==> config.mk <==
export PLATFORM = sky130hd
export DESIGN_NAME = frame_protocol_port_filter_top
export DESIGN_NICKNAME = d
export VERILOG_FILES = /design/src/hdl/fpf_pkg.sv /design/src/hdl/fpf_parser.sv /design/src/hdl/fpf_queue.sv /design/src/hdl/fpf_verdict.sv /design/src/hdl/frame_protocol_port_filter_top.sv
export SDC_FILE = /design/constraint.sdc
export NUM_CORES = 1
export LEC_CHECK = 0
export ABC_AREA = 1
export BUFFER_PORTS_ARGS = -buffer_cell sky130_fd_sc_hd__buf_2
export CORE_MARGIN = 3
export CORE_UTILIZATION = 50
export CTS_CLUSTER_SIZE = 25
export DETAILED_ROUTE_END_ITERATION = 7
export GPL_TIMING_DRIVEN = 0
export HOLD_SLACK_MARGIN = 0.05
export PLACE_DENSITY = 0.67
export SLEW_MARGIN = 20
export SYNTH_ARGS = -nofsm -noshare
export SYNTH_HDL_FRONTEND = slang
export SYNTH_SLANG_ARGS = --single-unit
==> constraint.sdc <==
create_clock -name i_clk -period 4.4 [get_ports i_clk]
set_input_delay 0.66 -clock i_clk [delete_from_list [all_inputs] [get_ports i_clk]]
set_output_delay 0.66 -clock i_clk [all_outputs]
set_load 0.02 [all_outputs]
==> src/hdl/fpf_pkg.sv <==
// ----------------------------------------------------------------------------
// fpf_pkg
// Shared constants and types for the frame protocol port filter.
// ----------------------------------------------------------------------------
package fpf_pkg;

    localparam int OFFSET_BITS = 11;

    localparam logic [15:0] KIND_IPV4 = 16'h0800;
    localparam logic [15:0] KIND_IPV6 = 16'h86DD;
    localparam logic [15:0] KIND_ARP  = 16'h0806;

    localparam logic [7:0] PROTO_TCP = 8'd6;
    localparam logic [7:0] PROTO_UDP = 8'd17;

    localparam logic [15:0] PORT_HTTP  = 16'd80;
    localparam logic [15:0] PORT_HTTPS = 16'd443;
    localparam logic [15:0] PORT_DNS   = 16'd53;

    localparam logic [6:0] V6_L4_START = 7'd54;

    // Filter mode codes; any other code rejects everything
    localparam logic [2:0] MODE_HTTP  = 3'd1;
    localparam logic [2:0] MODE_HTTPS = 3'd2;
    localparam logic [2:0] MODE_DNS   = 3'd3;
    localparam logic [2:0] MODE_ARP   = 3'd4;
    localparam logic [2:0] MODE_TCP   = 3'd5;
    localparam logic [2:0] MODE_UDP   = 3'd6;

    // Frame record queue
    localparam int QDEPTH    = 2;
    localparam int QPTR_BITS = 1;

    // Classified frame, handed from parser to verdict stage
    typedef struct packed {
        logic        seen_kind;
        logic        seen_proto;
        logic        seen_ports;
        logic        is_arp;
        logic        is_ip;
        logic        is_tcp;
        logic        is_udp;
        logic [15:0] match_port;
    } t_fpf_rec;

endpackage

==> src/hdl/fpf_parser.sv <==
// ----------------------------------------------------------------------------
// fpf_parser
// Front end: take frame bytes, capture header fields, classify each frame.
// ----------------------------------------------------------------------------
module fpf_parser import fpf_pkg::*; (
    input  logic       i_clk,
    input  logic       i_rst_n,
    input  logic       i_in_valid,
    output logic       o_in_ready,
    input  logic [7:0] i_frame_byte,
    input  logic       i_end_of_frame,
    input  logic       i_q_full,
    output logic       o_push,
    output t_fpf_rec   o_rec
);

    localparam logic [OFFSET_BITS-1:0] OFF_MAX = '1;

    logic [OFFSET_BITS-1:0] r_byte_offset, n_byte_offset;
    logic [15:0]            r_ether_kind, n_ether_kind;
    logic [2:0]             r_fields_seen, n_fields_seen;
    logic [6:0]             r_l4_start, n_l4_start;
    logic [7:0]             r_l4_protocol, n_l4_protocol;
    logic [15:0]            r_source_port, n_source_port;
    logic [15:0]            r_dest_port, n_dest_port;

    logic                   take;
    logic                   is_v4;
    logic                   is_v6;
    logic [OFFSET_BITS-1:0] l4_ext;
    logic [OFFSET_BITS-1:0] l4_pos;
    logic                   in_l4;

    assign o_in_ready = !i_q_full;
    assign take       = i_in_valid && o_in_ready;
    assign o_push     = take && i_end_of_frame;

    always_comb begin
        n_ether_kind  = r_ether_kind;
        n_fields_seen = r_fields_seen;
        n_l4_start    = r_l4_start;
        n_l4_protocol = r_l4_protocol;
        n_source_port = r_source_port;
        n_dest_port   = r_dest_port;

        if (r_byte_offset == OFFSET_BITS'(12)) begin
            n_ether_kind = {i_frame_byte, 8'h00};
        end
        if (r_byte_offset == OFFSET_BITS'(13)) begin
            n_ether_kind     = {r_ether_kind[15:8], i_frame_byte};
            n_fields_seen[0] = 1'b1;
            if (n_ether_kind == KIND_IPV6) begin
                n_l4_start = V6_L4_START;
            end
        end

        is_v4 = n_fields_seen[0] && (n_ether_kind == KIND_IPV4);
        is_v6 = n_fields_seen[0] && (n_ether_kind == KIND_IPV6);

        // Header length in words sets where the transport header starts
        if (is_v4 && r_byte_offset == OFFSET_BITS'(14)) begin
            n_l4_start = 7'd14 + {1'b0, i_frame_byte[3:0], 2'b00};
        end
        if ((is_v4 && r_byte_offset == OFFSET_BITS'(23)) ||
            (is_v6 && r_byte_offset == OFFSET_BITS'(20))) begin
            n_l4_protocol    = i_frame_byte;
            n_fields_seen[1] = 1'b1;
        end

        l4_ext = OFFSET_BITS'(n_l4_start);
        l4_pos = r_byte_offset - l4_ext;
        in_l4  = (is_v4 || is_v6) && (r_byte_offset >= OFFSET_BITS'(14)) &&
                 (r_byte_offset >= l4_ext) && (l4_pos < OFFSET_BITS'(4));
        if (in_l4) begin
            case (l4_pos[1:0])
                2'd0: n_source_port = {i_frame_byte, r_source_port[7:0]};
                2'd1: n_source_port = {r_source_port[15:8], i_frame_byte};
                2'd2: n_dest_port   = {i_frame_byte, r_dest_port[7:0]};
                2'd3: begin
                    n_dest_port      = {r_dest_port[15:8], i_frame_byte};
                    n_fields_seen[2] = 1'b1;
                end
                default: n_dest_port = r_dest_port;
            endcase
        end

        // Saturate offset on long frames
        n_byte_offset = (r_byte_offset == OFF_MAX) ? r_byte_offset
                                                   : r_byte_offset + 1'b1;

        o_rec.seen_kind  = n_fields_seen[0];
        o_rec.seen_proto = n_fields_seen[1];
        o_rec.seen_ports = n_fields_seen[2];
        o_rec.is_arp     = n_ether_kind == KIND_ARP;
        o_rec.is_ip      = (n_ether_kind == KIND_IPV4) || (n_ether_kind == KIND_IPV6);
        o_rec.is_tcp     = n_l4_protocol == PROTO_TCP;
        o_rec.is_udp     = n_l4_protocol == PROTO_UDP;
        o_rec.match_port = o_rec.is_tcp ? n_dest_port : n_source_port;
    end

    always_ff @(posedge i_clk) begin
        if (!i_rst_n || o_push) begin
            r_byte_offset <= '0;
            r_ether_kind  <= '0;
            r_fields_seen <= '0;
            r_l4_start    <= '0;
            r_l4_protocol <= '0;
            r_source_port <= '0;
            r_dest_port   <= '0;
        end else if (take) begin
            r_byte_offset <= n_byte_offset;
            r_ether_kind  <= n_ether_kind;
            r_fields_seen <= n_fields_seen;
            r_l4_start    <= n_l4_start;
            r_l4_protocol <= n_l4_protocol;
            r_source_port <= n_source_port;
            r_dest_port   <= n_dest_port;
        end
    end

endmodule

==> src/hdl/fpf_queue.sv <==
// ----------------------------------------------------------------------------
// fpf_queue
// Short queue of classified frames between parser and verdict stage.
// ----------------------------------------------------------------------------
module fpf_queue import fpf_pkg::*; (
    input  logic     i_clk,
    input  logic     i_rst_n,
    input  logic     i_push,
    input  t_fpf_rec i_rec,
    input  logic     i_pop,
    output t_fpf_rec o_rec,
    output logic     o_full,
    output logic     o_not_empty
);

    t_fpf_rec               r_mem [QDEPTH];
    logic [QPTR_BITS-1:0]   r_wr_ptr;
    logic [QPTR_BITS-1:0]   r_rd_ptr;
    logic [QPTR_BITS:0]     r_count;

    assign o_full      = r_count == (QPTR_BITS+1)'(QDEPTH);
    assign o_not_empty = r_count != '0;
    assign o_rec       = r_mem[r_rd_ptr];

    always_ff @(posedge i_clk) begin
        if (i_push) begin
            r_mem[r_wr_ptr] <= i_rec;
        end
    end

    always_ff @(posedge i_clk) begin
        if (!i_rst_n) begin
            r_wr_ptr <= '0;
            r_rd_ptr <= '0;
            r_count  <= '0;
        end else begin
            if (i_push) begin
                r_wr_ptr <= r_wr_ptr + 1'b1;
            end
            if (i_pop) begin
                r_rd_ptr <= r_rd_ptr + 1'b1;
            end
            case ({i_push, i_pop})
                2'b10:   r_count <= r_count + 1'b1;
                2'b01:   r_count <= r_count - 1'b1;
                default: r_count <= r_count;
            endcase
        end
    end

endmodule

==> src/hdl/fpf_verdict.sv <==
// ----------------------------------------------------------------------------
// fpf_verdict
// Back end: apply the filter mode to a classified frame, hold the result.
// ----------------------------------------------------------------------------
module fpf_verdict import fpf_pkg::*; (
    input  logic       i_clk,
    input  logic       i_rst_n,
    input  logic [2:0] i_filter_mode,
    input  logic       i_q_not_empty,
    input  t_fpf_rec   i_rec,
    output logic       o_pop,
    output logic       o_out_valid,
    input  logic       i_out_ready,
    output logic       o_accept,
    output logic       o_short_frame
);

    logic        r_out_valid;
    logic        r_accept;
    logic        r_short_frame;
    logic        n_accept;
    logic        n_short_frame;
    logic [15:0] want_port;
    logic        port_mode;

    assign o_pop         = i_q_not_empty && (!r_out_valid || i_out_ready);
    assign o_out_valid   = r_out_valid;
    assign o_accept      = r_accept;
    assign o_short_frame = r_short_frame;

    always_comb begin
        port_mode = 1'b0;
        want_port = PORT_DNS;
        case (i_filter_mode)
            MODE_HTTP:  begin port_mode = 1'b1; want_port = PORT_HTTP;  end
            MODE_HTTPS: begin port_mode = 1'b1; want_port = PORT_HTTPS; end
            MODE_DNS:   begin port_mode = 1'b1; want_port = PORT_DNS;   end
            default:    port_mode = 1'b0;
        endcase

        n_accept      = 1'b0;
        n_short_frame = 1'b0;
        if (port_mode || i_filter_mode == MODE_ARP || i_filter_mode == MODE_TCP ||
            i_filter_mode == MODE_UDP) begin
            if (!i_rec.seen_kind) begin
                n_short_frame = 1'b1;
            end else if (i_filter_mode == MODE_ARP) begin
                n_accept = i_rec.is_arp;
            end else if (i_rec.is_ip) begin
                if (!i_rec.seen_proto) begin
                    n_short_frame = 1'b1;
                end else if (i_filter_mode == MODE_TCP) begin
                    n_accept = i_rec.is_tcp;
                end else if (i_filter_mode == MODE_UDP) begin
                    n_accept = i_rec.is_udp;
                end else if (i_rec.is_tcp || i_rec.is_udp) begin
                    if (!i_rec.seen_ports) begin
                        n_short_frame = 1'b1;
                    end else begin
                        n_accept = i_rec.match_port == want_port;
                    end
                end
            end
        end
    end

    always_ff @(posedge i_clk) begin
        if (!i_rst_n) begin
            r_out_valid <= 1'b0;
        end else if (o_pop) begin
            r_out_valid <= 1'b1;
        end else if (i_out_ready) begin
            r_out_valid <= 1'b0;
        end
    end

    always_ff @(posedge i_clk) begin
        if (o_pop) begin
            r_accept      <= n_accept;
            r_short_frame <= n_short_frame;
        end
    end

endmodule

==> src/hdl/frame_protocol_port_filter_top.sv <==
// ----------------------------------------------------------------------------
// frame_protocol_port_filter_top
// Ethernet frame filter: one verdict per frame on EtherType, IP protocol
// and transport port, for a configurable filter mode.
// ----------------------------------------------------------------------------
//
//  Channel   Direction  Handshake                Payload
//  --------  ---------  -----------------------  -------------------------------
//  in        sink       i_in_valid / o_in_ready  i_frame_byte, i_end_of_frame
//  out       source     o_out_valid/ i_out_ready o_accept, o_short_frame
//  cfg       sink       i_cfg_valid/ o_cfg_ready i_cfg_filter_mode
//
//  Throughput is one byte per cycle while the queue is not full; the parser
//  updates its capture registers in the cycle the byte is taken.
//  The edge that takes the last byte of a frame pushes the frame record into
//  the queue; the output register loads it from the queue once that register
//  is free.
//  A two-entry frame queue sits between parser and verdict stage, so bytes
//  keep flowing while a verdict waits; o_in_ready drops only when the queue
//  is full. Configuration is always ready.
//  Reset is synchronous, active low, and clears the mode, parser and queue.
//
module frame_protocol_port_filter_top import fpf_pkg::*; (
    input  logic       i_clk,
    input  logic       i_rst_n,
    input  logic       i_in_valid,
    output logic       o_in_ready,
    input  logic [7:0] i_frame_byte,
    input  logic       i_end_of_frame,
    output logic       o_out_valid,
    input  logic       i_out_ready,
    output logic       o_accept,
    output logic       o_short_frame,
    input  logic       i_cfg_valid,
    output logic       o_cfg_ready,
    input  logic [2:0] i_cfg_filter_mode
);

    logic [2:0] r_filter_mode;
    logic       q_full;
    logic       q_not_empty;
    logic       push;
    logic       pop;
    t_fpf_rec   rec_in;
    t_fpf_rec   rec_out;

    // Mode register: always ready; the verdict stage reads it when a frame
    // leaves the queue, so change it only while no frame is in flight
    assign o_cfg_ready = 1'b1;

    always_ff @(posedge i_clk) begin
        if (!i_rst_n) begin
            r_filter_mode <= '0;
        end else if (i_cfg_valid && o_cfg_ready) begin
            r_filter_mode <= i_cfg_filter_mode;
        end
    end

    // Front: parse bytes, push one classified record per frame
    fpf_parser u_parser (
        .i_clk          (i_clk),
        .i_rst_n        (i_rst_n),
        .i_in_valid     (i_in_valid),
        .o_in_ready     (o_in_ready),
        .i_frame_byte   (i_frame_byte),
        .i_end_of_frame (i_end_of_frame),
        .i_q_full       (q_full),
        .o_push         (push),
        .o_rec          (rec_in)
    );

    // Decouple front and back
    fpf_queue u_queue (
        .i_clk       (i_clk),
        .i_rst_n     (i_rst_n),
        .i_push      (push),
        .i_rec       (rec_in),
        .i_pop       (pop),
        .o_rec       (rec_out),
        .o_full      (q_full),
        .o_not_empty (q_not_empty)
    );

    // Back: apply mode, hold result until taken
    fpf_verdict u_verdict (
        .i_clk         (i_clk),
        .i_rst_n       (i_rst_n),
        .i_filter_mode (r_filter_mode),
        .i_q_not_empty (q_not_empty),
        .i_rec         (rec_out),
        .o_pop         (pop),
        .o_out_valid   (o_out_valid),
        .i_out_ready   (i_out_ready),
        .o_accept      (o_accept),
        .o_short_frame (o_short_frame)
    );

endmodule

==> flow_metrics.py <==
metrics = {
    "critical_path": {
        "crit_top_cell": "nand2_1",
        "cp_max_fo": 8,
        "cp-endpoint": "u_queue.r_mem[1][0]",
        "critPathMaxStageDelay_ns": 0.42,
        "worstPathArrival_ns": 5.24,
        "crit_required_ns": 4.58,
        "rrSetupSlack_ns": -0.66,
        "cp-start-kind": "flip-flop",
        "path_class": "flip-flop to flip-flop",
        "critPathCaptureType": "flip-flop",
        "crit_start": "u_parser.r_byte_offset[6]",
        "reg2regPathDepth": 30,
        "r2r_start": "u_parser.r_byte_offset[6]",
        "cpMaxStageDelayCell": "nor4_4",
        "rr_endpoint": "u_queue.r_mem[1][0]",
    },
    "sta": {
        "slew_viol_final": 0,
        "fin_crit_ns": 5.06,
        "skew_ns": 0.0115,
        "tns_ns": -34.21,
        "period_share": 1.15,
        "tightest_slew_ns": 0.896,
        "timing.final.ws_setup_ns": -0.660,
        "max-slew-margin-rel": 0.402,
        "fmax_mhz": 198,
        "rsz0062_at_grt": "true",
        "setup_viol": 68,
        "hold_viol_final": 0,
    },
    "place": {
        "pre_cts_slack_ns": -1.16,
        "place.gp.congestion": 0.967,
        "place_inst": 1299,
        "dp_hpwl_mm": 14.9,
        "portBuffers": 18,
    },
    "clock_network": {
        "cts_buffers": 17,
        "cts_sinks": 134,
        "holdBufCountCts": 0,
        "clock_latency_ns": 0.44,
        "h-tree-depth": 4,
        "root_buffer": "clkbuf_16",
        "clk_path_buf_depth": 2,
        "path_clk_slew_ns": 0.07,
        "cts_tree": "built",
    },
    "drt": {
        "vias": 8242,
        "ant_nets": 0,
        "drt-wirelength-per-cell_um": 17.0,
        "post-route-drc-count": 0,
        "via_per_inst": 5.67,
        "initialDrtViolationCount": 878,
        "dr.pass1.iters": 5,
        "routed_wl_mm": 24.7,
    },
    "synthesis": {
        "synth_edf_count": 48,
        "synth_flop_cell": "dfxtp_1",
        "syn_inst": 1096,
        "async_flop_share": 0,
        "syn_area_um2": 7740,
        "syn_nets": 1126,
        "ys_seq_area_frac": 0.409,
        "synth-seq-cells": 134,
        "ys_warn_count": 0,
        "synth_cell_types": 48,
        "avgSynthCellArea_um2": 7.06,
    },
    "worst_hold_path": {
        "hold_class": "flip-flop to flip-flop",
    },
    "power": {
        "power.density_nw_per_um2": 402,
        "p_leak_nw": 4.92,
        "ir_worst_vdd_v": 0.000296,
    },
    "grt": {
        "grt_max_degree": 24,
        "grt_usage": 0.285,
        "antenna_found_initial": 0,
        "overflow": 0,
        "grt_pass1_vias": 7419,
        "grt_pass1_wl_mm": 37.5,
    },
    "final_layout": {
        "final_common_cell": "nand2_1",
        "syn_to_final_growth_pct": 34.1,
        "final_core_util": 0.698,
        "mostFrequentLayoutCells": "nand2_1 (245), inv_1 (147), buf_4 (103), nor2_1 (85), nand2_2 (80)",
        "drive_gt1_frac": 0.297,
        "final-instance-count-excl-fill": 1454,
        "n_antenna_cell": 0,
        "nets": 1287,
    },
    "flow_run": {
        "cap_violations": 0,
    },
    "floorplan": {
        "ios": 22,
        "core-area_um2": 14900,
        "num_rows": 44,
        "initial_core_util": 0.521,
        "die_h_um": 130,
        "dieArea_um2": 17000,
        "die_w_um": 130,
    },
    "outcome": {
        "violations": "negative setup slack",
        "status": "complete, but fails checks",
    },
}
routing by layer:
metal	vias up	share of wire	track usage
met3	129	0.078	0.0480
met5	-	0	0
met4	0	0.051	0.136
li1	3913	-	-
met1	3785	0.41	0.374
met2	415	0.46	0.461
cell families after synthesis:
kind of cell | count (synthesis) | share of synthesized area
fa+ha+maj | 13 | 0.0220
xor+xnor | 4 | 0.00452
other cells | 1 | 0.000484
compound gates | 130 | 0.0989
flops | 134 | 0.409
mux | 4 | 0.00517
simple gates | 609 | 0.356
buf+inv | 201 | 0.105
worst min path at each step:
stage / start / endpoint / slack (ns) / cells after the start
floorplan: u_queue.r_rd_ptr / flip-flop / 0.43 / 1
CTS: u_queue.r_rd_ptr / u_queue.r_rd_ptr / 0.45 / 1
finish: u_queue.r_rd_ptr / flip-flop / 0.45 / 1
global route: u_queue.r_rd_ptr / u_queue.r_rd_ptr / 0.48 / 1
detailed placement: u_queue.r_rd_ptr / flip-flop / 0.44 / 1
global placement: u_queue.r_rd_ptr / u_queue.r_rd_ptr / 0.43 / 1
worst max-delay path: cells and delay by family (launching register included):
family | cells | cell delay (ns)
xor gates and xnor gates | 1 | 0.21
DFF | 1 | 0.35
buffers and inverters | 4 | 0.42
adders and majority gates | 1 | 0.28
and+or+nand+nor | 21 | 3.03
AOI/OAI and AO/OA | 3 | 0.49
sequential cells by signal (all words and copies together), names as in the netlist, 2 cells and up, named ones only:
signal,cells
r_filter_mode,3
u_parser.r_byte_offset,11
u_parser.r_dest_port,16
u_parser.r_ether_kind,16
u_parser.r_fields_seen,3
u_parser.r_l4_protocol,8
u_parser.r_l4_start,7
u_parser.r_source_port,16
u_queue.r_count,2
u_queue.r_mem,46
layout make-up:
type	count	area (µm²)
timing repair buffer	140	1110
sequential	134	3180
buffer	35	203
clock inverter	15	138
tap	184	230
timing repair inverter	1	6.26
clock buffer	17	425
multi-input combinational	763	4440
inverter	165	653
fill	1154	4480
power by group:
part / leakage (nW) / internal, mW / switching (mW)
registers: 1.16 / 1.41 / 0.0659
logic: 3.49 / 0.488 / 0.822
clock network: 0.266 / 0.744 / 0.636
total: 4.92 / 2.65 / 1.52
metrics by stage:
stage / cell area [µm²] / power [mW] / hold slack [ns]
after floorplan: 7750 / 2.19 / 0.425
after global placement: 8070 / 2.43 / 0.434
after detailed placement: 8090 / 2.44 / 0.442
after CTS: 9930 / 4.02 / 0.449
after global routing: 10400 / 4.37 / 0.482
final: 10400 / 4.17 / 0.451
synthesized netlist by cell type (all sizes together) (5+ instances only):
cell type | number | area share
a21oi | 51 | 0.033
nand3 | 80 | 0.060
nand2 | 344 | 0.17
o221ai | 8 | 0.0091
nand4 | 52 | 0.042
buf | 15 | 0.014
edfxtp | 48 | 0.19
ha | 12 | 0.019
o21ai | 39 | 0.025
dfxtp | 86 | 0.22
inv | 160 | 0.078
nor4 | 8 | 0.0092
clkbuf | 21 | 0.010
nor3 | 13 | 0.0084
nor2 | 103 | 0.057
clkinv | 5 | 0.0026
o211ai | 17 | 0.016
repair_timing:
action,4_1_cts,5_1_grt
gates resized for setup,154,69
setup endpoints to repair,67,72
hold endpoints to repair,0,0
cloned,4,1
pin swaps,65,55
buffers inserted,93,26
Note: power is estimated with default switching activity, not from simulation.
